<file path="src/hw/rtl/ota_pkg.sv">
// Shared types and constants for the occupancy table assigner.
package ota_pkg;

    localparam int NumCustomersDef = 64;
    localparam int ListDepthDef    = 128;

    // occupancy counters saturate at the top of their range
    localparam int         OccW   = 7;
    localparam logic [6:0] OccMax = 7'd127;

    localparam int MemberW = 7;

    typedef enum logic [2:0] {
        CMD_UNLINK = 3'd0,
        CMD_LINK   = 3'd1,
        CMD_CREATE = 3'd2,
        CMD_REMOVE = 3'd3,
        CMD_LOOKUP = 3'd4,
        CMD_READ   = 3'd5,
        CMD_SIZE   = 3'd6
    } t_cmd;

endpackage

</file>
<file path="src/hw/rtl/occupancy_table_assigner_core.sv">
// Occupancy table assigner: customer-to-table map, occupancy counts and active table list.

// One request is taken at a time; a new request is taken while the previous result
// still waits at the output. Unlink and link do a read-modify-write of the customer
// entry, then of the target table count; unlink of an unseated customer skips the
// count. A rejected request (out of range, full or empty list, unused code) ends
// before any scan. Size, create and remove scan one entry at a time through the
// single read port of the seat memory (customer entry and table count share one word)
// or the list memory; when remove takes an entry out, it then shifts the later list
// entries down one at a time. After reset an initial pass over every customer entry
// loads the initial map and list; no request is taken until it ends.
module occupancy_table_assigner_core #(
    parameter int CUST_COUNT = ota_pkg::NumCustomersDef,
    parameter int LIST_DEPTH = ota_pkg::ListDepthDef
) (
    input  logic       i_clk,
    input  logic       i_rst_n,
    input  logic       i_valid,
    output logic       o_ready,
    input  logic [2:0] i_cmd,
    input  logic [5:0] i_customer,
    input  logic [5:0] i_table_req,
    input  logic [6:0] i_position,
    output logic       o_valid,
    input  logic       i_ready,
    output logic [5:0] o_table_id,
    output logic       o_assigned,
    output logic       o_in_table,
    output logic [6:0] o_member_count,
    output logic [7:0] o_active_count,
    output logic       o_ok
);

    import ota_pkg::*;

    localparam int SAW     = $clog2(CUST_COUNT);
    localparam int LAW     = $clog2(LIST_DEPTH);
    localparam int LW      = $clog2(LIST_DEPTH + 1);
    localparam int MaxD    = (CUST_COUNT > LIST_DEPTH) ? CUST_COUNT : LIST_DEPTH;
    localparam int IW      = $clog2(MaxD + 1);
    localparam int CW      = ((IW > LW) ? IW : LW) + 1;
    localparam int CmpW    = (SAW > 6) ? SAW : 6;
    localparam int LenInit = (CUST_COUNT < LIST_DEPTH) ? CUST_COUNT : LIST_DEPTH;

    typedef struct packed {
        logic            valid;
        logic [SAW-1:0]  tbl;
        logic [OccW-1:0] occ;
    } t_seat;

    typedef enum logic [3:0] {
        S_INIT,
        S_IDLE,
        S_START,
        S_SEAT_Q,
        S_OCC_RD,
        S_OCC_Q,
        S_CR_RD,
        S_CR_Q,
        S_RM_RDL,
        S_RM_LQ,
        S_RM_SQ,
        S_CP,
        S_CP_Q,
        S_LS_Q,
        S_SZ_RD,
        S_SZ_Q
    } t_state;

    // output stage is a separate flag so the FSM can finish into it
    t_state r_state;
    logic   r_resp;

    t_cmd           r_cmd;
    logic [5:0]     r_cust;
    logic [5:0]     r_treq;
    logic [6:0]     r_pos;
    logic [IW-1:0]  r_idx;
    logic [LW-1:0]  r_len;
    logic [SAW-1:0] r_tgt;

    logic [SAW-1:0]     r_res_tbl;
    logic               r_res_asg;
    logic               r_res_in;
    logic [MemberW-1:0] r_res_cnt;
    logic               r_res_ok;

    logic               r_o_valid;
    logic [5:0]         r_o_table_id;
    logic               r_o_assigned;
    logic               r_o_in_table;
    logic [MemberW-1:0] r_o_member_count;
    logic [7:0]         r_o_active_count;
    logic               r_o_ok;

    // memories
    t_seat          r_seat_mem [CUST_COUNT];
    logic [SAW-1:0] r_list_mem [LIST_DEPTH];
    t_seat          r_seat_rd;
    logic [SAW-1:0] r_list_rd;

    logic [SAW-1:0] seat_raddr;
    logic           seat_we;
    logic [SAW-1:0] seat_waddr;
    t_seat          seat_wdata;
    logic [LAW-1:0] list_raddr;
    logic           list_we;
    logic [LAW-1:0] list_waddr;
    logic [SAW-1:0] list_wdata;

    logic          cust_ok;
    logic          treq_ok;
    logic          pos_ok;
    logic          occ_zero;
    logic          tbl_match;
    logic          idx_last_cust;
    logic          idx_next_in_list;
    logic [IW-1:0] idx_inc;

    assign cust_ok          = int'(r_cust) < CUST_COUNT;
    assign treq_ok          = int'(r_treq) < CUST_COUNT;
    assign pos_ok           = CW'(r_pos) < CW'(r_len);
    assign occ_zero         = (r_seat_rd.occ == '0);
    assign tbl_match        = (CmpW'(r_seat_rd.tbl) == CmpW'(r_treq));
    assign idx_inc          = r_idx + IW'(1);
    assign idx_last_cust    = (r_idx == IW'(CUST_COUNT - 1));
    assign idx_next_in_list = (CW'(r_idx) + CW'(1)) < CW'(r_len);

    always_ff @(posedge i_clk) begin
        if (seat_we) begin
            r_seat_mem[seat_waddr] <= seat_wdata;
        end
        r_seat_rd <= r_seat_mem[seat_raddr];
    end

    always_ff @(posedge i_clk) begin
        if (list_we) begin
            r_list_mem[list_waddr] <= list_wdata;
        end
        r_list_rd <= r_list_mem[list_raddr];
    end

    always_comb begin
        seat_raddr = '0;
        seat_we    = 1'b0;
        seat_waddr = '0;
        seat_wdata = '0;
        list_raddr = '0;
        list_we    = 1'b0;
        list_waddr = '0;
        list_wdata = '0;
        // no memory traffic while a finished result waits for the output stage
        if (!r_resp) begin
            unique case (r_state)
                S_INIT: begin
                    seat_we          = 1'b1;
                    seat_waddr       = r_idx[SAW-1:0];
                    seat_wdata.valid = 1'b1;
                    seat_wdata.tbl   = r_idx[SAW-1:0];
                    seat_wdata.occ   = OccW'(1);
                    list_we          = r_idx < IW'(LenInit);
                    list_waddr       = r_idx[LAW-1:0];
                    list_wdata       = r_idx[SAW-1:0];
                end
                S_START: begin
                    seat_raddr = SAW'(r_cust);
                    list_raddr = LAW'(r_pos);
                end
                S_SEAT_Q: begin
                    seat_waddr = SAW'(r_cust);
                    seat_wdata = r_seat_rd;
                    if (r_cmd == CMD_UNLINK) begin
                        seat_we          = 1'b1;
                        seat_wdata.valid = 1'b0;
                        seat_wdata.tbl   = '0;
                    end else if (r_cmd == CMD_LINK) begin
                        seat_we          = 1'b1;
                        seat_wdata.valid = 1'b1;
                        seat_wdata.tbl   = SAW'(r_treq);
                    end
                end
                S_OCC_RD: begin
                    seat_raddr = r_tgt;
                end
                S_OCC_Q: begin
                    seat_we    = 1'b1;
                    seat_waddr = r_tgt;
                    seat_wdata = r_seat_rd;
                    if (r_cmd == CMD_LINK) begin
                        if (r_seat_rd.occ != OccMax) begin
                            seat_wdata.occ = r_seat_rd.occ + OccW'(1);
                        end
                    end else if (!occ_zero) begin
                        seat_wdata.occ = r_seat_rd.occ - OccW'(1);
                    end
                end
                S_CR_RD, S_SZ_RD: begin
                    seat_raddr = r_idx[SAW-1:0];
                end
                S_CR_Q: begin
                    list_we    = occ_zero;
                    list_waddr = r_len[LAW-1:0];
                    list_wdata = r_idx[SAW-1:0];
                end
                S_RM_RDL: begin
                    list_raddr = r_idx[LAW-1:0];
                end
                S_RM_LQ: begin
                    seat_raddr = r_list_rd;
                end
                S_CP: begin
                    list_raddr = idx_inc[LAW-1:0];
                end
                S_CP_Q: begin
                    list_we    = 1'b1;
                    list_waddr = r_idx[LAW-1:0];
                    list_wdata = r_list_rd;
                end
                S_IDLE, S_RM_SQ, S_LS_Q, S_SZ_Q: begin
                end
            endcase
        end
    end

    always_ff @(posedge i_clk) begin
        if (!i_rst_n) begin
            r_state   <= S_INIT;
            r_resp    <= 1'b0;
            r_idx     <= '0;
            r_len     <= LW'(LenInit);
            r_o_valid <= 1'b0;
        end else begin
            // finished result moves into the output register once it is free
            if (r_resp && (!r_o_valid || i_ready)) begin
                r_resp           <= 1'b0;
                r_o_valid        <= 1'b1;
                r_o_table_id     <= 6'(r_res_tbl);
                r_o_assigned     <= r_res_asg;
                r_o_in_table     <= r_res_in;
                r_o_member_count <= r_res_cnt;
                r_o_active_count <= 8'(r_len);
                r_o_ok           <= r_res_ok;
                r_state          <= S_IDLE;
            end else if (r_o_valid && i_ready) begin
                r_o_valid <= 1'b0;
            end

            // the FSM holds while a finished result waits
            if (!r_resp) begin
                unique case (r_state)
                    S_INIT: begin
                        r_idx <= idx_inc;
                        if (idx_last_cust) begin
                            r_state <= S_IDLE;
                        end
                    end
                    S_IDLE: begin
                        if (i_valid) begin
                            r_cmd   <= t_cmd'(i_cmd);
                            r_cust  <= i_customer;
                            r_treq  <= i_table_req;
                            r_pos   <= i_position;
                            r_state <= S_START;
                        end
                    end
                    S_START: begin
                        r_res_tbl <= '0;
                        r_res_asg <= 1'b0;
                        r_res_in  <= 1'b0;
                        r_res_cnt <= '0;
                        r_res_ok  <= 1'b0;
                        r_idx     <= '0;
                        unique case (r_cmd)
                            CMD_UNLINK, CMD_LOOKUP: begin
                                if (cust_ok) begin
                                    r_state <= S_SEAT_Q;
                                end else begin
                                    r_resp <= 1'b1;
                                end
                            end
                            CMD_LINK: begin
                                if (cust_ok && treq_ok) begin
                                    r_state <= S_SEAT_Q;
                                end else begin
                                    r_resp <= 1'b1;
                                end
                            end
                            CMD_CREATE: begin
                                if (r_len < LW'(LIST_DEPTH)) begin
                                    r_state <= S_CR_RD;
                                end else begin
                                    r_resp <= 1'b1;
                                end
                            end
                            CMD_REMOVE: begin
                                if (r_len != '0) begin
                                    r_state <= S_RM_RDL;
                                end else begin
                                    r_resp <= 1'b1;
                                end
                            end
                            CMD_READ: begin
                                if (pos_ok) begin
                                    r_state <= S_LS_Q;
                                end else begin
                                    r_resp <= 1'b1;
                                end
                            end
                            CMD_SIZE: begin
                                r_state <= S_SZ_RD;
                            end
                            default: begin
                                r_resp <= 1'b1;
                            end
                        endcase
                    end
                    S_SEAT_Q: begin
                        priority case (r_cmd)
                            CMD_LOOKUP: begin
                                r_res_ok <= 1'b1;
                                if (r_seat_rd.valid) begin
                                    r_res_asg <= 1'b1;
                                    r_res_tbl <= r_seat_rd.tbl;
                                    r_res_in  <= tbl_match;
                                end
                                r_resp <= 1'b1;
                            end
                            CMD_UNLINK: begin
                                r_res_ok <= 1'b1;
                                r_tgt    <= r_seat_rd.tbl;
                                if (r_seat_rd.valid) begin
                                    r_state <= S_OCC_RD;
                                end else begin
                                    r_resp <= 1'b1;
                                end
                            end
                            default: begin
                                r_res_ok <= 1'b1;
                                r_tgt    <= SAW'(r_treq);
                                r_state  <= S_OCC_RD;
                            end
                        endcase
                    end
                    S_OCC_RD: begin
                        r_state <= S_OCC_Q;
                    end
                    S_OCC_Q: begin
                        r_resp <= 1'b1;
                    end
                    S_CR_RD: begin
                        r_state <= S_CR_Q;
                    end
                    S_CR_Q: begin
                        if (occ_zero) begin
                            r_len     <= r_len + LW'(1);
                            r_res_tbl <= r_idx[SAW-1:0];
                            r_res_ok  <= 1'b1;
                            r_resp    <= 1'b1;
                        end else if (idx_last_cust) begin
                            r_resp <= 1'b1;
                        end else begin
                            r_idx   <= idx_inc;
                            r_state <= S_CR_RD;
                        end
                    end
                    S_RM_RDL: begin
                        r_state <= S_RM_LQ;
                    end
                    S_RM_LQ: begin
                        r_tgt   <= r_list_rd;
                        r_state <= S_RM_SQ;
                    end
                    S_RM_SQ: begin
                        if (occ_zero) begin
                            r_res_tbl <= r_tgt;
                            r_res_ok  <= 1'b1;
                            r_state   <= S_CP;
                        end else if (!idx_next_in_list) begin
                            r_resp <= 1'b1;
                        end else begin
                            r_idx   <= idx_inc;
                            r_state <= S_RM_RDL;
                        end
                    end
                    S_CP: begin
                        // close the gap one entry at a time
                        if (idx_next_in_list) begin
                            r_state <= S_CP_Q;
                        end else begin
                            r_len  <= r_len - LW'(1);
                            r_resp <= 1'b1;
                        end
                    end
                    S_CP_Q: begin
                        r_idx   <= idx_inc;
                        r_state <= S_CP;
                    end
                    S_LS_Q: begin
                        r_res_tbl <= r_list_rd;
                        r_res_ok  <= 1'b1;
                        r_resp    <= 1'b1;
                    end
                    S_SZ_RD: begin
                        r_state <= S_SZ_Q;
                    end
                    S_SZ_Q: begin
                        if (r_seat_rd.valid && tbl_match && (r_res_cnt != '1)) begin
                            r_res_cnt <= r_res_cnt + MemberW'(1);
                        end
                        if (idx_last_cust) begin
                            r_res_ok <= 1'b1;
                            r_resp   <= 1'b1;
                        end else begin
                            r_idx   <= idx_inc;
                            r_state <= S_SZ_RD;
                        end
                    end
                endcase
            end
        end
    end

    assign o_ready        = (r_state == S_IDLE);
    assign o_valid        = r_o_valid;
    assign o_table_id     = r_o_table_id;
    assign o_assigned     = r_o_assigned;
    assign o_in_table     = r_o_in_table;
    assign o_member_count = r_o_member_count;
    assign o_active_count = r_o_active_count;
    assign o_ok           = r_o_ok;

endmodule
</file>
<file path="config.mk">
export PLATFORM = sky130hd
export DESIGN_NAME = occupancy_table_assigner_core
export DESIGN_NICKNAME = d
export VERILOG_FILES = /design/src/hw/rtl/ota_pkg.sv /design/src/hw/rtl/occupancy_table_assigner_core.sv
export SDC_FILE = /design/constraint.sdc
export NUM_CORES = 2
export LEC_CHECK = 0
export BUFFER_PORTS_ARGS = -buffer_cell sky130_fd_sc_hd__buf_4
export CELL_PAD_IN_SITES_DETAIL_PLACEMENT = 0
export CELL_PAD_IN_SITES_GLOBAL_PLACEMENT = 1
export CORE_UTILIZATION = 48
export CTS_CLUSTER_DIAMETER = 40
export CTS_CLUSTER_SIZE = 14
export DETAILED_ROUTE_END_ITERATION = 10
export PLACE_DENSITY_LB_ADDON = 0.1
export SLEW_MARGIN = 20
export SYNTH_ARGS = -nofsm -noshare
export SYNTH_HDL_FRONTEND = slang
export SYNTH_SLANG_ARGS = --single-unit
</file>
<file path="constraint.sdc">
create_clock -name i_clk -period 5.44 [get_ports i_clk]
set_input_delay 0.816 -clock i_clk [delete_from_list [all_inputs] [get_ports i_clk]]
set_output_delay 0.816 -clock i_clk [all_outputs]
set_load 0.005 [all_outputs]
</file>
==> out/results.txt <==
critical path fanouts, max: 44
hpwl dp: 133.8 mm
R2R depth: 11
Clock Power Share: 43.3%
largest net degree at the start of global routing: 187
Max VDD drop: 0.0003371 V
switch share: 27.51%
syn_nets: 5602
final WL: 222.4 mm
first-pass GRT wire length: 325.4 mm
worst hold path depth: 1
data required time at the worst endpoint: 6.14 ns
CTS tree: built
fin area: 85800 um2
sequential power share: 44.1%
DR iter-0 viols: 5116
Syn. warnings: 0
filler cell count: 12350
Starting Density: 48.43%
Post-Place Cells: 7480
Detail Route Antenna Nets: 0
die height: 393.7 um
mapped cell area: 73650 um2
Final Slew Violations: 0
FMAX: 210.8 MHz
htree depth: 4
vias per cell: 6.129
Port Buffers: 51
placed inst area: 77470 um2
Reg2Reg Launch Point: r_state[1]
multi-input logic area: 19250 um2
GPL Wtd Cong: 0.8777
First-pass DRT Iterations: 8
die area: 155000 um2
max-cap violations: 0
std cell rows: 143
clk_skew: 0.03711 ns
worst r2r dst: r_list_rd[1]
Top Ports: 52
Min-Delay Endpoint: r_pos[3]
worst skew pair latency: 0.87 ns
Layout area overhead: 16.49%
Setup Buffers After CTS: 0
Rel. slew slack: 4.464%
cts hold-fix bufs: 0
CTS Buf Count: 234
# DRC: 0
Reg2Reg Setup Slack: 0.70 ns
most used flip-flop cell after synthesis: edfxtp_1
Hold WS: 0.1298 ns
crit path capture type: flip-flop
setup ws final: 0.6972 ns
Core ar.: 152100 um2
Final Setup Violations: 0
all-layer global routing usage: 28.34%
hold path start: i_position[3]
NumNets Final: 5736
Hold WC Path Type: input port to flip-flop
min cycle time layout: 4.743 ns
Resized cells post-CTS: 0
Die Wd: 393.7 um
Worst-Margin Slew: 1.433 ns
CTS clock-pin slew for the worst setup and hold paths: 0.06 ns
ys async rst share: 0%
RSZ-0062 raised after global routing: false
status: completed
grt met2 use: 46.78%
share of cells above drive strength 1: 13.70%
busiest grt layer: met2
Max Root-Sink Buffers: 3
total number of vias: 48560
Post-synth EDFFs: 1732
grt met3 use: 3.683%
Tcrit/Tclk final: 87.18%
critical path launch point type: flip-flop
Sw Pwr: 10.25 mW
WL/cell: 28.07 um
setup TNS: 0 ns
Reg area: 52850 um2
final hold violation count: 0
vias in the first global route: 47170
Yosys reg bits: 1774
worst setup path class: flip-flop to flip-flop
leakage: 27.56 nW
synthesized area per cell: 13.27 um2
Clock Sinks: 1774
P_int: 27.00 mW
Post-Layout Cell Count: 7922
Yosys cell types: 98
GR Overflow Total: 0
post-synthesis sequential area ratio: 71.76%
combinational fraction of design power: 12.6%
power density over the cells: 434.1 nW/um2
met1 GRT Util: 38.72%
Post-Place Setup Slack: 0.7896 ns
initial antenna violation count: 2
post-synthesis cell count: 5552
CP Data Arrival Time: 5.45 ns
root buffer cell: clkbuf_16
-- sequential cells by signal, summed over array words and instances (netlist names), 3 cells and up --
name and flops:
o_active_count 8, r_treq 6, o_member_count 7, r_cust 6
r_len 8, r_tgt 6, r_cmd 3, r_res_tbl 6
r_idx 8, r_seat_rd 14, r_res_cnt 7, r_seat_mem 896
r_list_rd 6, r_state 4, r_list_mem 768, r_pos 7
o_table_id 6
-- cells by family after synthesis --
family | synth area share (%)
compound gates | 10.54
xor+xnor | 0.2973
fa+ha+maj | 0.4179
buf+inv | 2.565
flops | 71.76
mux | 1.558
simple gates | 12.86
-- routing by layer --
layer / wire (um) / vias to the layer above
met3: 14090 / 359
met2: 108800 / 1940
met1: 92280 / 24580
met5: 0 / -
li1: - / 21680
met4: 7168 / 0
-- cells in the final DEF (no fill, tap or decap), types with 118 or more instances in the layout --
| cell type | synthesis | routed |
|---|---|---|
| edfxtp_1 | 1732 | 1732 |
| nand2_1 | 809 | 807 |
| nor2_1 | 464 | 443 |
| nand3_1 | 306 | 305 |
| buf_4 | 15 | 256 |
| clkbuf_16 | 0 | 236 |
| nor3_1 | 186 | 185 |
| o21ai_0 | 184 | 184 |
| a21oi_1 | 179 | 177 |
| o221ai_1 | 135 | 135 |
| or3_1 | 121 | 120 |
| o211ai_1 | 118 | 118 |
-- worst max-delay path by stage --
| stage | startpoint | endpoint | cells past startpoint |
|---|---|---|---|
| after detailed placement | r_state[1] | r_list_rd[1] | 11 |
| after CTS | r_state[1] | r_list_rd[1] | 11 |
| final | r_state[1] | r_list_rd[1] | 11 |
| after floorplan | r_state[3] | r_seat_mem[0][2] | 8 |
| after global routing | r_state[1] | r_list_rd[1] | 11 |
| after global placement | r_state[1] | r_list_rd[1] | 11 |
-- final cells by class --
cell class / instances / area share [%]
diodes: 2 / 0.005833
clock buffers: 256 / 6.971
inverters: 33 / 0.1458
flip-flops and latches: 1774 / 61.60
well taps: 2030 / 2.960
clock inverters: 184 / 2.734
multi-input cells: 3348 / 22.44
repair buffers: 295 / 3.144
-- power groups by stage --
| stage | sequential, mW | clock (mW) | combinational (mW) |
|---|---|---|---|
| 4_1_cts | 16.4 | 16.3 | 4.68 |
| 3_5_place_dp | 16.7 | 0 | 4.67 |
| 3_3_place_gp | 16.7 | 0 | 4.63 |
| 5_1_grt | 16.4 | 16.8 | 4.93 |
| 6_report | 16.4 | 16.1 | 4.70 |
| 2_1_floorplan | 16.5 | 0 | 2.46 |
-- metrics by stage --
step                total power [mW]  utilization (%)
floorplan                      18.97                -
global placement               21.32            50.92
detailed placement             21.36            50.94
CTS                            37.38            56.41
global route                   38.19            56.41
finish                         37.24            56.42
-- Yosys cell counts, types with 42 or more instances --
library cell | instances | area, um2
buf_2 | 162 | 810.8
o21ai_0 | 184 | 920.9
o221ai_1 | 135 | 1182
mux2i_1 | 91 | 910.9
nor2_1 | 464 | 1742
nand3_1 | 306 | 1531
a31oi_1 | 97 | 606.8
a21oi_1 | 179 | 895.9
or3_1 | 121 | 757.0
and3_1 | 71 | 444.2
edfxtp_1 | 1732 | 52010
dfxtp_1 | 42 | 840.8
clkbuf_1 | 188 | 705.7
o211ai_1 | 118 | 885.9
nand2_1 | 809 | 3037
nor3_1 | 186 | 930.9
-- critical path, cell delays in order, from the launching register on --
cell and delay, ns:
dfxtp_2 0.86, inv_1 0.35, a22oi_2 0.57, buf_4 0.37, a21oi_4 0.19, buf_4 0.32, nor2_1 0.63, a21boi_0 0.35
nor3_1 0.08, o21a_1 0.16, o32ai_1 0.51, a22oi_1 0.19
No activity file was read; power rests on OpenSTA's default activity.
